--- src/rtl/core/q8sf_pkg.sv ---
// ----------------------------------------------------------------------------
// q8sf_pkg
// Shared constants, widths and types of the eight-node quadrilateral
// shape function evaluator.
// ----------------------------------------------------------------------------
`default_nettype none

package q8sf_pkg;

    localparam int FRAC_BITS = 14;
    localparam int COORD_W   = 16;
    localparam int RES_W     = 16;

    localparam int ONE_W = FRAC_BITS + 2;
    localparam int OP_W  = ((ONE_W > COORD_W + 1) ? ONE_W : COORD_W + 1) + 1;
    localparam int P1_W  = 2 * OP_W;
    localparam int V_W   = P1_W + 2;
    localparam int T_W   = V_W - FRAC_BITS;
    localparam int P2_W  = T_W + OP_W;
    localparam int R_W   = P2_W + 1;

    localparam longint ONE_VAL  = 64'sd1 <<< FRAC_BITS;
    localparam longint ONE2_VAL = ONE_VAL * ONE_VAL;
    localparam longint HALF_F0  = ONE_VAL >>> 1;
    localparam longint HALF_F1  = ONE_VAL;
    localparam longint HALF_F2  = ONE_VAL <<< 1;

    localparam longint RES_MAX_VAL = (64'sd1 <<< (RES_W - 1)) - 64'sd1;
    localparam longint RES_MIN_VAL = -(64'sd1 <<< (RES_W - 1));

    typedef enum logic [1:0] {
        OP_VALUE,
        OP_DXI,
        OP_DETA,
        OP_DZETA
    } op_t;

    typedef enum logic [1:0] {
        SH_F0,
        SH_F1,
        SH_F2
    } sh1_t;

    typedef enum logic {
        SH2_F1,
        SH2_F2
    } sh2_t;

    typedef struct packed {
        logic sub;
        logic neg;
        sh1_t sh1;
        logic mult2;
        sh2_t sh2;
    } ctl_t;

endpackage

`default_nettype wire

--- src/rtl/core/q8sf_req_if.sv ---
// ----------------------------------------------------------------------------
// q8sf_req_if
// Request channel: operation, node and master coordinates.
// ----------------------------------------------------------------------------
`default_nettype none

interface q8sf_req_if;
    logic        valid;
    logic        ready;
    logic [1:0]  operation;
    logic [2:0]  node;
    logic signed [15:0] xi;
    logic signed [15:0] eta;

    modport source (output valid, output operation, output node, output xi, output eta,
                    input ready);
    modport sink   (input valid, input operation, input node, input xi, input eta,
                    output ready);
endinterface

`default_nettype wire

--- src/rtl/core/q8sf_rsp_if.sv ---
// ----------------------------------------------------------------------------
// q8sf_rsp_if
// Response channel: one saturated fixed point result.
// ----------------------------------------------------------------------------
`default_nettype none

interface q8sf_rsp_if;
    logic        valid;
    logic        ready;
    logic signed [15:0] result;

    modport source (output valid, output result, input ready);
    modport sink   (input valid, input result, output ready);
endinterface

`default_nettype wire

--- src/rtl/core/quad8_shape_function_eval.sv ---
// ----------------------------------------------------------------------------
// quad8_shape_function_eval
// Eight-node serendipity quadrilateral shape functions and their
// derivatives at a master point, in a five-stage pipeline.
//
//   channel    dir   payload
//   request    in    operation[1:0], node[2:0], xi[15:0], eta[15:0]
//   response   out   result[15:0]
//
// One transfer per cycle in each direction unless the output register is blocked.
// Stages: operand select, first multiply, offset and round, second
// multiply, round and saturate. The two multipliers set the depth.
// Advance all stages when the output register is empty or taken; else hold.
// Reset clears the valid bits only.
// ----------------------------------------------------------------------------
`default_nettype none

module quad8_shape_function_eval (
    input  wire logic      clk,
    input  wire logic      rst_n,
    q8sf_req_if.sink       request,
    q8sf_rsp_if.source     response
);

    localparam int OP_W = q8sf_pkg::OP_W;
    localparam int T_W  = q8sf_pkg::T_W;

    logic                   en;
    logic                   s1_valid, s3_valid, s5_valid;
    logic signed [OP_W-1:0] s1_a, s1_b, s1_c, s3_c;
    q8sf_pkg::ctl_t         s1_ctl, s3_ctl;
    logic signed [T_W-1:0]  s3_t;

    assign en            = response.ready || !s5_valid;
    assign request.ready = en;

    q8sf_operand u_operand (
        .clk       (clk),
        .rst_n     (rst_n),
        .en        (en),
        .in_valid  (request.valid),
        .operation (request.operation),
        .node      (request.node),
        .xi        (request.xi),
        .eta       (request.eta),
        .out_valid (s1_valid),
        .a         (s1_a),
        .b         (s1_b),
        .c         (s1_c),
        .ctl       (s1_ctl)
    );

    q8sf_first_product u_first (
        .clk       (clk),
        .rst_n     (rst_n),
        .en        (en),
        .in_valid  (s1_valid),
        .a         (s1_a),
        .b         (s1_b),
        .c         (s1_c),
        .ctl       (s1_ctl),
        .out_valid (s3_valid),
        .t         (s3_t),
        .c_out     (s3_c),
        .ctl_out   (s3_ctl)
    );

    q8sf_second_product u_second (
        .clk       (clk),
        .rst_n     (rst_n),
        .en        (en),
        .in_valid  (s3_valid),
        .t         (s3_t),
        .c         (s3_c),
        .ctl       (s3_ctl),
        .out_valid (s5_valid),
        .result    (response.result)
    );

    assign response.valid = s5_valid;

`ifndef SYNTH
    a_enter: assert property (@(posedge clk) disable iff (!rst_n)
        en |=> (s1_valid == $past(request.valid)))
        else $error("stage one valid does not follow an advancing request");

    a_hold: assert property (@(posedge clk) disable iff (!rst_n)
        !en |=> $stable({s1_valid, s3_valid, s5_valid}))
        else $error("pipeline valid bits moved during a stall");

    a_ready: assert property (@(posedge clk) disable iff (!rst_n)
        (s5_valid && !response.ready) |-> !request.ready)
        else $error("request taken while the output register is blocked");
`endif

endmodule

`default_nettype wire

--- src/rtl/core/q8sf_operand.sv ---
// ----------------------------------------------------------------------------
// q8sf_operand
// Stage 1: pick the multiplier operands and rounding control for the
// requested operation and node.
// ----------------------------------------------------------------------------
`default_nettype none

module q8sf_operand (
    input  wire logic                 clk,
    input  wire logic                 rst_n,
    input  wire logic                 en,
    input  wire logic                 in_valid,
    input  wire logic [1:0]           operation,
    input  wire logic [2:0]           node,
    input  wire logic signed [15:0]   xi,
    input  wire logic signed [15:0]   eta,
    output logic                      out_valid,
    output logic signed [q8sf_pkg::OP_W-1:0] a,
    output logic signed [q8sf_pkg::OP_W-1:0] b,
    output logic signed [q8sf_pkg::OP_W-1:0] c,
    output q8sf_pkg::ctl_t            ctl
);

    localparam int OP_W = q8sf_pkg::OP_W;
    localparam logic signed [OP_W-1:0] ONE_C = OP_W'(q8sf_pkg::ONE_VAL);

    logic signed [OP_W-1:0] x_e, y_e;
    logic signed [OP_W-1:0] omx, opx, omy, opy, tx2, ty2;
    logic signed [OP_W-1:0] a_next, b_next, c_next;
    q8sf_pkg::ctl_t         ctl_next;
    q8sf_pkg::ctl_t         ctl_corner, ctl_mid, ctl_prod0, ctl_prod2, ctl_sqr;
    logic                   valid_reg;
    logic signed [OP_W-1:0] a_reg, b_reg, c_reg;
    q8sf_pkg::ctl_t         ctl_reg;

    always_comb
    begin
        x_e = OP_W'(xi);
        y_e = OP_W'(eta);
        omx = ONE_C - x_e;
        opx = ONE_C + x_e;
        omy = ONE_C - y_e;
        opy = ONE_C + y_e;
        tx2 = x_e <<< 1;
        ty2 = y_e <<< 1;

        ctl_corner = '{sub: 1'b0, neg: 1'b0, sh1: q8sf_pkg::SH_F0, mult2: 1'b1,
                       sh2: q8sf_pkg::SH2_F2};
        ctl_mid    = '{sub: 1'b1, neg: 1'b0, sh1: q8sf_pkg::SH_F0, mult2: 1'b1,
                       sh2: q8sf_pkg::SH2_F1};
        ctl_prod0  = '{sub: 1'b0, neg: 1'b0, sh1: q8sf_pkg::SH_F0, mult2: 1'b0,
                       sh2: q8sf_pkg::SH2_F1};
        ctl_prod2  = '{sub: 1'b0, neg: 1'b0, sh1: q8sf_pkg::SH_F2, mult2: 1'b0,
                       sh2: q8sf_pkg::SH2_F1};
        ctl_sqr    = '{sub: 1'b1, neg: 1'b0, sh1: q8sf_pkg::SH_F1, mult2: 1'b0,
                       sh2: q8sf_pkg::SH2_F1};

        a_next   = '0;
        b_next   = '0;
        c_next   = '0;
        ctl_next = ctl_prod0;

        unique case (q8sf_pkg::op_t'(operation))
            q8sf_pkg::OP_VALUE:
            begin
                unique case (node)
                    3'd0:
                    begin
                        a_next = omx; b_next = omy; c_next = -ONE_C - x_e - y_e;
                        ctl_next = ctl_corner;
                    end
                    3'd1:
                    begin
                        a_next = x_e; b_next = x_e; c_next = omy; ctl_next = ctl_mid;
                    end
                    3'd2:
                    begin
                        a_next = opx; b_next = omy; c_next = -ONE_C + x_e - y_e;
                        ctl_next = ctl_corner;
                    end
                    3'd3:
                    begin
                        a_next = y_e; b_next = y_e; c_next = opx; ctl_next = ctl_mid;
                    end
                    3'd4:
                    begin
                        a_next = opx; b_next = opy; c_next = -ONE_C + x_e + y_e;
                        ctl_next = ctl_corner;
                    end
                    3'd5:
                    begin
                        a_next = x_e; b_next = x_e; c_next = opy; ctl_next = ctl_mid;
                    end
                    3'd6:
                    begin
                        a_next = omx; b_next = opy; c_next = -ONE_C - x_e + y_e;
                        ctl_next = ctl_corner;
                    end
                    default:
                    begin
                        a_next = y_e; b_next = y_e; c_next = omx; ctl_next = ctl_mid;
                    end
                endcase
            end
            q8sf_pkg::OP_DXI:
            begin
                unique case (node)
                    3'd0:    begin a_next = omy; b_next = tx2 + y_e; ctl_next = ctl_prod2; end
                    3'd1:    begin a_next = x_e; b_next = y_e - ONE_C; end
                    3'd2:    begin a_next = omy; b_next = tx2 - y_e; ctl_next = ctl_prod2; end
                    3'd3:    begin a_next = y_e; b_next = y_e; ctl_next = ctl_sqr; end
                    3'd4:    begin a_next = opy; b_next = tx2 + y_e; ctl_next = ctl_prod2; end
                    3'd5:    begin a_next = -x_e; b_next = opy; end
                    3'd6:    begin a_next = opy; b_next = tx2 - y_e; ctl_next = ctl_prod2; end
                    default:
                    begin
                        a_next = y_e; b_next = y_e;
                        ctl_next = ctl_sqr;
                        ctl_next.neg = 1'b1;
                    end
                endcase
            end
            q8sf_pkg::OP_DETA:
            begin
                unique case (node)
                    3'd0:    begin a_next = omx; b_next = x_e + ty2; ctl_next = ctl_prod2; end
                    3'd1:
                    begin
                        a_next = x_e; b_next = x_e;
                        ctl_next = ctl_sqr;
                        ctl_next.neg = 1'b1;
                    end
                    3'd2:    begin a_next = opx; b_next = ty2 - x_e; ctl_next = ctl_prod2; end
                    3'd3:    begin a_next = -y_e; b_next = opx; end
                    3'd4:    begin a_next = opx; b_next = x_e + ty2; ctl_next = ctl_prod2; end
                    3'd5:    begin a_next = x_e; b_next = x_e; ctl_next = ctl_sqr; end
                    3'd6:    begin a_next = omx; b_next = ty2 - x_e; ctl_next = ctl_prod2; end
                    default: begin a_next = y_e; b_next = x_e - ONE_C; end
                endcase
            end
            default:
            begin
                a_next = '0;
                b_next = '0;
            end
        endcase
    end

    always_ff @(posedge clk or negedge rst_n)
    begin
        if (!rst_n)
        begin
            valid_reg <= 1'b0;
        end
        else if (en)
        begin
            valid_reg <= in_valid;
        end
    end

    always_ff @(posedge clk)
    begin
        if (en)
        begin
            a_reg   <= a_next;
            b_reg   <= b_next;
            c_reg   <= c_next;
            ctl_reg <= ctl_next;
        end
    end

    assign out_valid = valid_reg;
    assign a         = a_reg;
    assign b         = b_reg;
    assign c         = c_reg;
    assign ctl       = ctl_reg;

endmodule

`default_nettype wire

--- src/rtl/core/q8sf_first_product.sv ---
// ----------------------------------------------------------------------------
// q8sf_first_product
// Stages 2 and 3: first product, optional offset by one squared, and
// rounding shift back to the fixed point scale.
// ----------------------------------------------------------------------------
`default_nettype none

module q8sf_first_product (
    input  wire logic                 clk,
    input  wire logic                 rst_n,
    input  wire logic                 en,
    input  wire logic                 in_valid,
    input  wire logic signed [q8sf_pkg::OP_W-1:0] a,
    input  wire logic signed [q8sf_pkg::OP_W-1:0] b,
    input  wire logic signed [q8sf_pkg::OP_W-1:0] c,
    input  wire q8sf_pkg::ctl_t       ctl,
    output logic                      out_valid,
    output logic signed [q8sf_pkg::T_W-1:0]  t,
    output logic signed [q8sf_pkg::OP_W-1:0] c_out,
    output q8sf_pkg::ctl_t            ctl_out
);

    localparam int OP_W = q8sf_pkg::OP_W;
    localparam int P1_W = q8sf_pkg::P1_W;
    localparam int V_W  = q8sf_pkg::V_W;
    localparam int T_W  = q8sf_pkg::T_W;
    localparam int F    = q8sf_pkg::FRAC_BITS;
    localparam logic signed [V_W-1:0] ONE2_C = V_W'(q8sf_pkg::ONE2_VAL);
    localparam logic signed [V_W-1:0] H0_C   = V_W'(q8sf_pkg::HALF_F0);
    localparam logic signed [V_W-1:0] H1_C   = V_W'(q8sf_pkg::HALF_F1);
    localparam logic signed [V_W-1:0] H2_C   = V_W'(q8sf_pkg::HALF_F2);

    logic signed [P1_W-1:0] prod;
    logic signed [P1_W-1:0] p1_reg;
    logic signed [OP_W-1:0] c2_reg, c3_reg;
    q8sf_pkg::ctl_t         ctl2_reg, ctl3_reg;
    logic                   valid2_reg, valid3_reg;
    logic signed [V_W-1:0]  p1_e, v;
    logic signed [V_W-1:0]  s0, s1, s2;
    logic signed [T_W-1:0]  t_next, t_reg;

    assign prod = a * b;

    always_comb
    begin
        p1_e = V_W'(p1_reg);
        if (!ctl2_reg.sub)
        begin
            v = p1_e;
        end
        else if (ctl2_reg.neg)
        begin
            v = p1_e - ONE2_C;
        end
        else
        begin
            v = ONE2_C - p1_e;
        end

        s0 = (v + H0_C) >>> F;
        s1 = (v + H1_C) >>> (F + 1);
        s2 = (v + H2_C) >>> (F + 2);

        unique case (ctl2_reg.sh1)
            q8sf_pkg::SH_F1: t_next = s1[T_W-1:0];
            q8sf_pkg::SH_F2: t_next = s2[T_W-1:0];
            default:         t_next = s0[T_W-1:0];
        endcase
    end

    always_ff @(posedge clk or negedge rst_n)
    begin
        if (!rst_n)
        begin
            valid2_reg <= 1'b0;
            valid3_reg <= 1'b0;
        end
        else if (en)
        begin
            valid2_reg <= in_valid;
            valid3_reg <= valid2_reg;
        end
    end

    always_ff @(posedge clk)
    begin
        if (en)
        begin
            p1_reg   <= prod;
            c2_reg   <= c;
            ctl2_reg <= ctl;
            t_reg    <= t_next;
            c3_reg   <= c2_reg;
            ctl3_reg <= ctl2_reg;
        end
    end

    assign out_valid = valid3_reg;
    assign t         = t_reg;
    assign c_out     = c3_reg;
    assign ctl_out   = ctl3_reg;

endmodule

`default_nettype wire

--- src/rtl/core/q8sf_second_product.sv ---
// ----------------------------------------------------------------------------
// q8sf_second_product
// Stages 4 and 5: optional second product and final rounding shift, then
// saturation into the output register.
// ----------------------------------------------------------------------------
`default_nettype none

module q8sf_second_product (
    input  wire logic                 clk,
    input  wire logic                 rst_n,
    input  wire logic                 en,
    input  wire logic                 in_valid,
    input  wire logic signed [q8sf_pkg::T_W-1:0]  t,
    input  wire logic signed [q8sf_pkg::OP_W-1:0] c,
    input  wire q8sf_pkg::ctl_t       ctl,
    output logic                      out_valid,
    output logic signed [q8sf_pkg::RES_W-1:0] result
);

    localparam int P2_W  = q8sf_pkg::P2_W;
    localparam int R_W   = q8sf_pkg::R_W;
    localparam int RES_W = q8sf_pkg::RES_W;
    localparam int F     = q8sf_pkg::FRAC_BITS;
    localparam logic signed [R_W-1:0] H1_C   = R_W'(q8sf_pkg::HALF_F1);
    localparam logic signed [R_W-1:0] H2_C   = R_W'(q8sf_pkg::HALF_F2);
    localparam logic signed [R_W-1:0] SAT_HI = R_W'(q8sf_pkg::RES_MAX_VAL);
    localparam logic signed [R_W-1:0] SAT_LO = R_W'(q8sf_pkg::RES_MIN_VAL);

    logic signed [P2_W-1:0]  prod, p2_next, p2_reg;
    q8sf_pkg::ctl_t          ctl4_reg;
    logic                    valid4_reg, valid5_reg;
    logic signed [R_W-1:0]   p2_e, r;
    logic signed [RES_W-1:0] result_next, result_reg;

    assign prod    = t * c;
    assign p2_next = ctl.mult2 ? prod : P2_W'(t);

    always_comb
    begin
        p2_e = R_W'(p2_reg);
        if (!ctl4_reg.mult2)
        begin
            r = p2_e;
        end
        else
        begin
            unique case (ctl4_reg.sh2)
                q8sf_pkg::SH2_F2: r = (p2_e + H2_C) >>> (F + 2);
                default:          r = (p2_e + H1_C) >>> (F + 1);
            endcase
        end

        priority if (r > SAT_HI)
        begin
            result_next = SAT_HI[RES_W-1:0];
        end
        else if (r < SAT_LO)
        begin
            result_next = SAT_LO[RES_W-1:0];
        end
        else
        begin
            result_next = r[RES_W-1:0];
        end
    end

    always_ff @(posedge clk or negedge rst_n)
    begin
        if (!rst_n)
        begin
            valid4_reg <= 1'b0;
            valid5_reg <= 1'b0;
        end
        else if (en)
        begin
            valid4_reg <= in_valid;
            valid5_reg <= valid4_reg;
        end
    end

    always_ff @(posedge clk)
    begin
        if (en)
        begin
            p2_reg     <= p2_next;
            ctl4_reg   <= ctl;
            result_reg <= result_next;
        end
    end

    assign out_valid = valid5_reg;
    assign result    = result_reg;

endmodule

`default_nettype wire

--- src/flat_wrapper.sv ---
// flat-port wrapper written by rule: the top's interface ports become plain ports
module quad8_shape_function_eval_flat 
  (clk, rst_n, request_valid, request_operation, request_node, request_xi, request_eta, request_ready, response_valid, response_result, response_ready);
  q8sf_req_if request_i ();
  q8sf_rsp_if response_i ();
  input  wire logic clk;
  input  wire logic rst_n;
  input wire logic [$bits(request_i.valid)-1:0] request_valid;
  input wire logic [$bits(request_i.operation)-1:0] request_operation;
  input wire logic [$bits(request_i.node)-1:0] request_node;
  input wire logic [$bits(request_i.xi)-1:0] request_xi;
  input wire logic [$bits(request_i.eta)-1:0] request_eta;
  output wire logic [$bits(request_i.ready)-1:0] request_ready;
  output wire logic [$bits(response_i.valid)-1:0] response_valid;
  output wire logic [$bits(response_i.result)-1:0] response_result;
  input wire logic [$bits(response_i.ready)-1:0] response_ready;
  assign request_i.valid = request_valid;
  assign request_i.operation = request_operation;
  assign request_i.node = request_node;
  assign request_i.xi = request_xi;
  assign request_i.eta = request_eta;
  assign request_ready = request_i.ready;
  assign response_valid = response_i.valid;
  assign response_result = response_i.result;
  assign response_i.ready = response_ready;
  quad8_shape_function_eval u_core (.clk(clk), .rst_n(rst_n), .request(request_i), .response(response_i));
endmodule
--- config.mk ---
export PLATFORM = sky130hd
export DESIGN_NAME = quad8_shape_function_eval_flat
export DESIGN_NICKNAME = d
export VERILOG_FILES = /design/src/rtl/core/q8sf_pkg.sv /design/src/rtl/core/q8sf_req_if.sv /design/src/rtl/core/q8sf_rsp_if.sv /design/src/rtl/core/quad8_shape_function_eval.sv /design/src/rtl/core/q8sf_operand.sv /design/src/rtl/core/q8sf_first_product.sv /design/src/rtl/core/q8sf_second_product.sv /design/src/flat_wrapper.sv
export SDC_FILE = /design/constraint.sdc
export NUM_CORES = 2
export LEC_CHECK = 0
export BUFFER_PORTS_ARGS = -buffer_cell sky130_fd_sc_hd__buf_4
export CAP_MARGIN = 10
export CELL_PAD_IN_SITES_DETAIL_PLACEMENT = 1
export CELL_PAD_IN_SITES_GLOBAL_PLACEMENT = 1
export CORE_UTILIZATION = 25
export CTS_CLUSTER_DIAMETER = 40
export DETAILED_ROUTE_END_ITERATION = 10
export GPL_TIMING_DRIVEN = 0
export HOLD_SLACK_MARGIN = 0.12
export PLACE_DENSITY = 0.47
export RECOVER_POWER = 25
export SYNTH_ARGS = -nofsm -noshare
export SYNTH_HDL_FRONTEND = slang
export SYNTH_SLANG_ARGS = --single-unit
--- constraint.sdc ---
create_clock -name clk -period 7.41 [get_ports clk]
set_input_delay 0.741 -clock clk [delete_from_list [all_inputs] [get_ports clk]]
set_output_delay 0.741 -clock clk [all_outputs]
set_load 0.01 [all_outputs]
# ---- Yosys cells after proc, flatten, opt, wreduce, memory -nomap -nowiden
# Index checks and enable logic that the tools add are counted.
dict set report classes {
  addsub 25
  mul 2
  magnitude_cmp 2
  n_eq_ne 10
  muxes 20
  n_reduce_logical 12
}
# cell n
set ops {}
lappend ops {{$pmux W18 S4} 4}
lappend ops {{$pmux W18 S3} 4}
lappend ops {{$pmux W18 S7} 1}
lappend ops {{$mux W43} 2}
lappend ops {{$mux W38} 2}
lappend ops {{$sub A17 B16 Y18} 4}
lappend ops {{$add A17 B16 Y18} 3}
lappend ops {{$pmux W6 S3} 3}
lappend ops {{$pmux W24 S2} 1}
lappend ops {{$add A42 B16 Y43 const B} 1}
lappend ops {{$add A42 B17 Y43 const B} 1}
lappend ops {{$gt A43 B16 Y1 const B} 1}
lappend ops {{$lt A43 B16 Y1 const B} 1}
lappend ops {{$mul A24 B18 Y42} 1}
lappend ops {{$mux W42} 1}
lappend ops {{$add A38 B15 Y38 const B} 1}
lappend ops {{$add A38 B16 Y38 const B} 1}
lappend ops {{$add A38 B17 Y38 const B} 1}
lappend ops {{$sub A30 B36 Y37 const A} 1}
lappend ops {{$sub A36 B30 Y37 const B} 1}
lappend ops {{$mul A18 B18 Y36} 1}
lappend ops {{$neg A16 Y18} 2}
lappend ops {{$add A16 B16 Y17 const A} 2}
lappend ops {{$sub A16 B16 Y17 const A} 2}
lappend ops {{other kinds (17)} 29}
dict set report totals {
  ff_bits 229
  input_bits 41
  out_inout_bits 18
  wordCells 99
}

# ---- Logic depth before layout (Yosys ltp)
dict set report depth {
  ltp_word 5
  mapped_depth 27
  mapped_depth_nobuf 24
}

# ---- By module
# A second synthesis with hierarchy kept.
dict set report unflattened {
  hier_cells 5764
  hier_area_um2 50055.5
}
# mod instances cells_per_inst area_per_inst_um2 seq_area_each_um2
set by_module_without_submodules {}
lappend by_module_without_submodules {q8sf_second_product 1 2211 19866.6 1851.8}
lappend by_module_without_submodules {q8sf_first_product 1 1936 18453.9 3293.2}
lappend by_module_without_submodules {q8sf_operand 1 1616 11728.7 1826.8}
lappend by_module_without_submodules {quad8_shape_function_eval 1 1 6.3 0.0}

# ---- Worst setup path before layout
# OpenSTA, ideal clock, no wires.
dict set report synth_timing {
  kind {input port to flip-flop}
  start {in response_ready}
  end {reg u_core.u_first.valid3_reg, in the netlist u_core.u_first.out_valid}
  setup_time_ns 0.099
  arrival_time_ns 8.086
  required_time_ns 7.311
  path_slack_ns -0.775
  stages 3
  n_path_buf 1
  cell_sequence {nand2b_1 clkbuf_1 mux2_2}
}
dict set report synth_via {
  elab_chain_cells 1
}
# element line_no
set synth_rtl {}
lappend synth_rtl {{start: declaration} flat_wrapper.sv:16} ;# input wire logic [$bits(response_i.ready)-1:0] response_ready;
lappend synth_rtl {{$logic_or A1 B1 Y1} quad8_shape_function_eval.sv:34} ;# assign en = response.ready || !s5_valid;
lappend synth_rtl {{net request_ready} flat_wrapper.sv:13} ;# output wire logic [$bits(request_i.ready)-1:0] request_ready;
lappend synth_rtl {{end signal: assignment} q8sf_first_product.sv:81} ;# valid3_reg <= valid2_reg;
lappend synth_rtl {{end: declaration} q8sf_first_product.sv:37} ;# logic valid2_reg, valid3_reg;
# The timed path passes the listed nets, and every way through them passes these cells.
# A chain may end at the register's enable or synchronous reset.

# ---- Final worst setup path
dict set report layout_timing {
  start {reg u_core.u_operand.b_reg[9], in the netlist u_core.u_operand.b[9]}
  end {reg u_core.u_first.p1_reg[34], data pin}
}
dict set report layout_via {
  elab_chain_cells 1
}
# element line_no
set layout_rtl {}
lappend layout_rtl {{start: declaration} q8sf_operand.sv:33} ;# logic signed [OP_W-1:0] a_reg, b_reg, c_reg;
lappend layout_rtl {{start signal: assignment} q8sf_operand.sv:166} ;# b_reg <= b_next;
lappend layout_rtl {{$mul A18 B18 Y36} q8sf_first_product.sv:42} ;# assign prod = a * b;
lappend layout_rtl {{net u_core.u_first.prod[34]} q8sf_first_product.sv:33} ;# logic signed [P1_W-1:0] prod;
lappend layout_rtl {{end signal: assignment} q8sf_first_product.sv:89} ;# p1_reg <= prod;
lappend layout_rtl {{end: declaration} q8sf_first_product.sv:34} ;# logic signed [P1_W-1:0] p1_reg;
# The timed path passes the listed nets, and every way through them passes these cells.

==> results.md <==
Status:
- The flow ran to the end, but the final reports show violations.
- The final reports fail on max-capacitance violations, max-slew violations.

Detailed routing:
- The via density per instance is roughly 4.9.
- The overall routed net length is just over 200 mm.
- The violation count after the first detailed-route iteration is between 2000 and 2500.
- Before antenna repair, the detailed router went through 5 iterations.
- The post-detailed-route DRC marker count is 0.
- The average routed wire per standard cell is between 20 and 25 um.
- The number of nets with antenna violations after detailed routing is 0.
- The total number of vias is 41200.

Synthesis:
- The post-synthesis cell type count is 97.
- In the synthesized netlist the async set-or-reset flop fraction comes to 0.0218.
- The share of the synthesized area in the top cell type is 0.313.
- The dominant register cell in the synthesized netlist is edfxtp_1.
- The most frequent cell after synthesis is inv_1.
- In this run, synthesis inferred roughly 220 flip-flops with an integrated enable.
- The number of nets in the synthesized netlist is 6719.
- Yosys printed 0 warnings.
- The mapped cell area is just under 0.05 sq mm.
- The cell count after synthesis is 5602.
- The commonest cells after synthesis are inv_1, fa_1, nand2_1.
- The biggest area contributor in the post-synthesis netlist is fa_1.
- The flip-flop and latch count after synthesis is ~230.
- The post-synthesis area per instance is just under 9 sq um.
- The sequential fraction of the synthesis area is 0.141.
- By area the synthesized netlist is led by fa_1, edfxtp_1, ha_1.

Place:
- In this run the tool buffered the top-level ports with 55 buffer cells.
- The final weighted congestion in routability-driven placement is roughly 0.95.
- OpenSTA, run right after detailed placement, puts the worst setup slack at -1.40 ns.
- The HPWL reported at the end of detailed placement is about 160 mm.

Setup path:
- Walking the worst path, the cells encountered are clkbuf_1, nand2_1, fa_1, inv_1, fa_1, inv_1, fa_1, fa_1, fa_1, inv_1, fa_1, ha_1, nor2_1, o211ai_1, buf_4, a211oi_4, buf_4, o31a_1, o21ai_0, o221a_2, or3b_2, and3_1.
- The slowest stage of the critical path belongs to the cell fa_1.
- STA classifies the critical path startpoint as a flip-flop.
- The critical path required time is 7.80 ns.
- The category of the worst setup path capture point is a flip-flop.
- The number of buffer and inverter stages on the critical path is 6.
- The family with the most delay on the worst path is adder cells.
- The most repeated library cell on the critical path is fa_1.
- In this run the worst path has a maximum fanout of 10.
- The biggest cell delay along the critical path is between 0.5 and 0.6 ns.
- The arrival time at the worst endpoint is 7.56 ns.
- The critical setup path kind is reg2reg.

Floorplan:
- The floorplan step set the die width to 443 um.
- The initial cell density of the core is 0.252.
- The floorplan die height is 443 um.
- In this run the core area contains between 150 and 200 standard-cell rows.
- The count of boundary I/O pins is a little under 60.
- The core region area is 0.193 sq mm.
- The floorplan step defined a die boundary enclosing 0.196 sq mm.

Global route:
- The first-pass GRT wire length is around 300 mm.
- In the global route stage, overall resource usage came out at 0.207.
- The number of antenna violations at the first check in global routing came to 11.
- Global routing finished with a remaining overflow of 0.
- Entering global routing, the biggest net connects 98 pins.
- The number of global-route vias before repair is between 40000 and 50000.

Clock tree:
- The clock transition at the registers of the reported paths is 0.05 ns.
- CTS placed an instance of clkbuf_16 at the clock tree root.
- The clock insertion delay at the later pin of the skew report is 0.66 ns.
- The clock tree synthesis step divided the H-tree into 2 levels.
- TritonCTS built the clock tree.
- For this design, the sink count on the clock tree is 229.
- Clock tree synthesis inserted a total of around 50 buffers.
- The clock passes through at most 3 buffers.

Final layout:
- The multi-input combinational cell area is between 0.03 and 0.04 sq mm.
- The ratio of cells with drive above 1 in the final layout is 0.0803.
- The number of flip-flops in the largest register is 42.
- The sequential cell area in the final layout is roughly 0.0069 sq mm.
- From synthesis to final layout, the design area changed by 13.2%.
- The filler cells instantiated in the layout total 22600.
- The final standard cell utilization of the core is 0.285.
- After the last flow step, the layout net total stands at slightly below 7000.

STA:
- The final worst clock skew is 0.0533 ns.
- For this run, the top clock speed supported by timing is 139 MHz.
- The hold violation count in the final report is 0.
- In the finished design, the share of the clock period the worst path needs comes to 0.968.
- The total negative slack is 0 ns.
- The final worst setup slack is approximately 0.24 ns.
- The number of pins exceeding their max-slew limit in the final report is 65.
- The worst path needs 7.17 ns of the cycle, external delays included.
- The tightest slew margin relative to the limit is -1.64.
- Setup repair after global routing could not meet its margin everywhere.
- The final number of setup-violating endpoints is 0.
- The transition at the pin with the smallest max-transition slack is roughly 4.0 ns.

Min path:
- The path category of the worst min-delay check is in2reg.

Job:
- The tool flagged a number of max-cap violations equal to 1.
-- layer usage --
layer	up-vias	wire length [um]	global-route usage
li1	18700	-	-
met1	21300	92800	0.279
met5	-	0	0
met2	938	95800	0.347
met4	0	7670	0.0691
met3	267	7770	0.0167
-- kinds of logic after synthesis --
| family | share of synthesized area |
|---|---|
| and+or+nand+nor | 0.173 |
| AOI/OAI and AO/OA | 0.133 |
| buffers and inverters | 0.0967 |
| muxes | 0.0128 |
| xor gates and xnor gates | 0.0500 |
| DFF | 0.141 |
| adders and majority gates | 0.394 |
-- per-stage QoR --
step,cell area (sq um),std cells,hold slack (ns)
after floorplan,48700,5602,0.400
after global placement,52200,8183,0.400
final,55100,8345,0.375
after CTS,54700,8312,0.332
after global routing,55000,8341,0.355
after detailed placement,52300,8185,0.406
-- final timing paths --
check / from / endpoint / slack (ns) / depth (start not counted)
setup / recovery: u_core.u_operand.b[9] / u_core.u_first.p1_reg[34] / 0.24 / 22
min in group asynchronous: rst_n / u_core.u_second.out_valid / 0.52 / 2
max in group asynchronous: rst_n / u_core.u_operand.out_valid / 6.67 / 2
setup reg to reg: u_core.u_operand.b[9] / u_core.u_first.p1_reg[34] / 0.24 / 22
hold reg to reg: u_core.u_operand.c[4] / u_core.u_first.c2_reg[4] / 0.41 / 0
hold / removal: request_valid / u_core.u_operand.out_valid / 0.37 / 2
-- final cells by class --
type / count / area share
antenna: 5 / 0.000227
buffer: 281 / 0.0239
clock buffer: 51 / 0.0232
clock inverter: 42 / 0.00866
inverter: 924 / 0.0632
multi-input combinational: 4127 / 0.676
sequential: 229 / 0.124
tap: 2526 / 0.0574
timing repair buffer: 160 / 0.0230
-- timing repair --
item                                    4_1_cts  5_1_grt
pin swaps                                     3        7
setup buffers                                72       30
endpoints found under the hold margin         5        0
gates cloned                                  0        0
hold buffers                                  1        0
resized for setup                           118       91
endpoints found under the setup margin       37       14
-- worst reg2reg max path, cell delays in order, from the launching register on --
cell and delay, ns:
edfxtp_1 0.49, clkbuf_1 0.46, nand2_1 0.13, fa_1 0.51
inv_1 0.05, fa_1 0.49, inv_1 0.05, fa_1 0.49
fa_1 0.52, fa_1 0.56, inv_1 0.07, fa_1 0.52
ha_1 0.34, nor2_1 0.21, o211ai_1 0.11, buf_4 0.19
a211oi_4 0.21, buf_4 0.20, o31a_1 0.18, o21ai_0 0.18
o221a_2 0.32, or3b_2 0.43, and3_1 0.19
-- placed cells by master, fill, tap and decap left out, drive strengths merged, types with 16 or more instances in the layout --
cell	netlist	final
inv	917	930
fa	760	760
nand2	687	687
ha	316	316
nor2	288	288
and2	281	281
clkbuf	280	275
a21oi	248	248
edfxtp	224	224
xnor2	218	218
buf	42	215
o21ai	211	211
nand3	93	93
nor3	85	85
nand2b	61	61
xor2	60	60
a31oi	55	55
o211ai	44	44
nor2b	43	43
a211oi	40	40
a21o	37	37
nor4	37	37
and3	34	34
o22ai	34	34
o31ai	33	33
nand4	32	32
mux2	30	30
a221oi	27	27
mux2i	24	24
o21a	24	24
or3	23	23
clkinv	7	22
o221ai	20	20
a22oi	17	17
a211o	16	16
o21bai	16	16
Power is left out: the tool's default activity adds up to more than one toggle a clock period on the data nets, which glitch-free logic cannot reach.
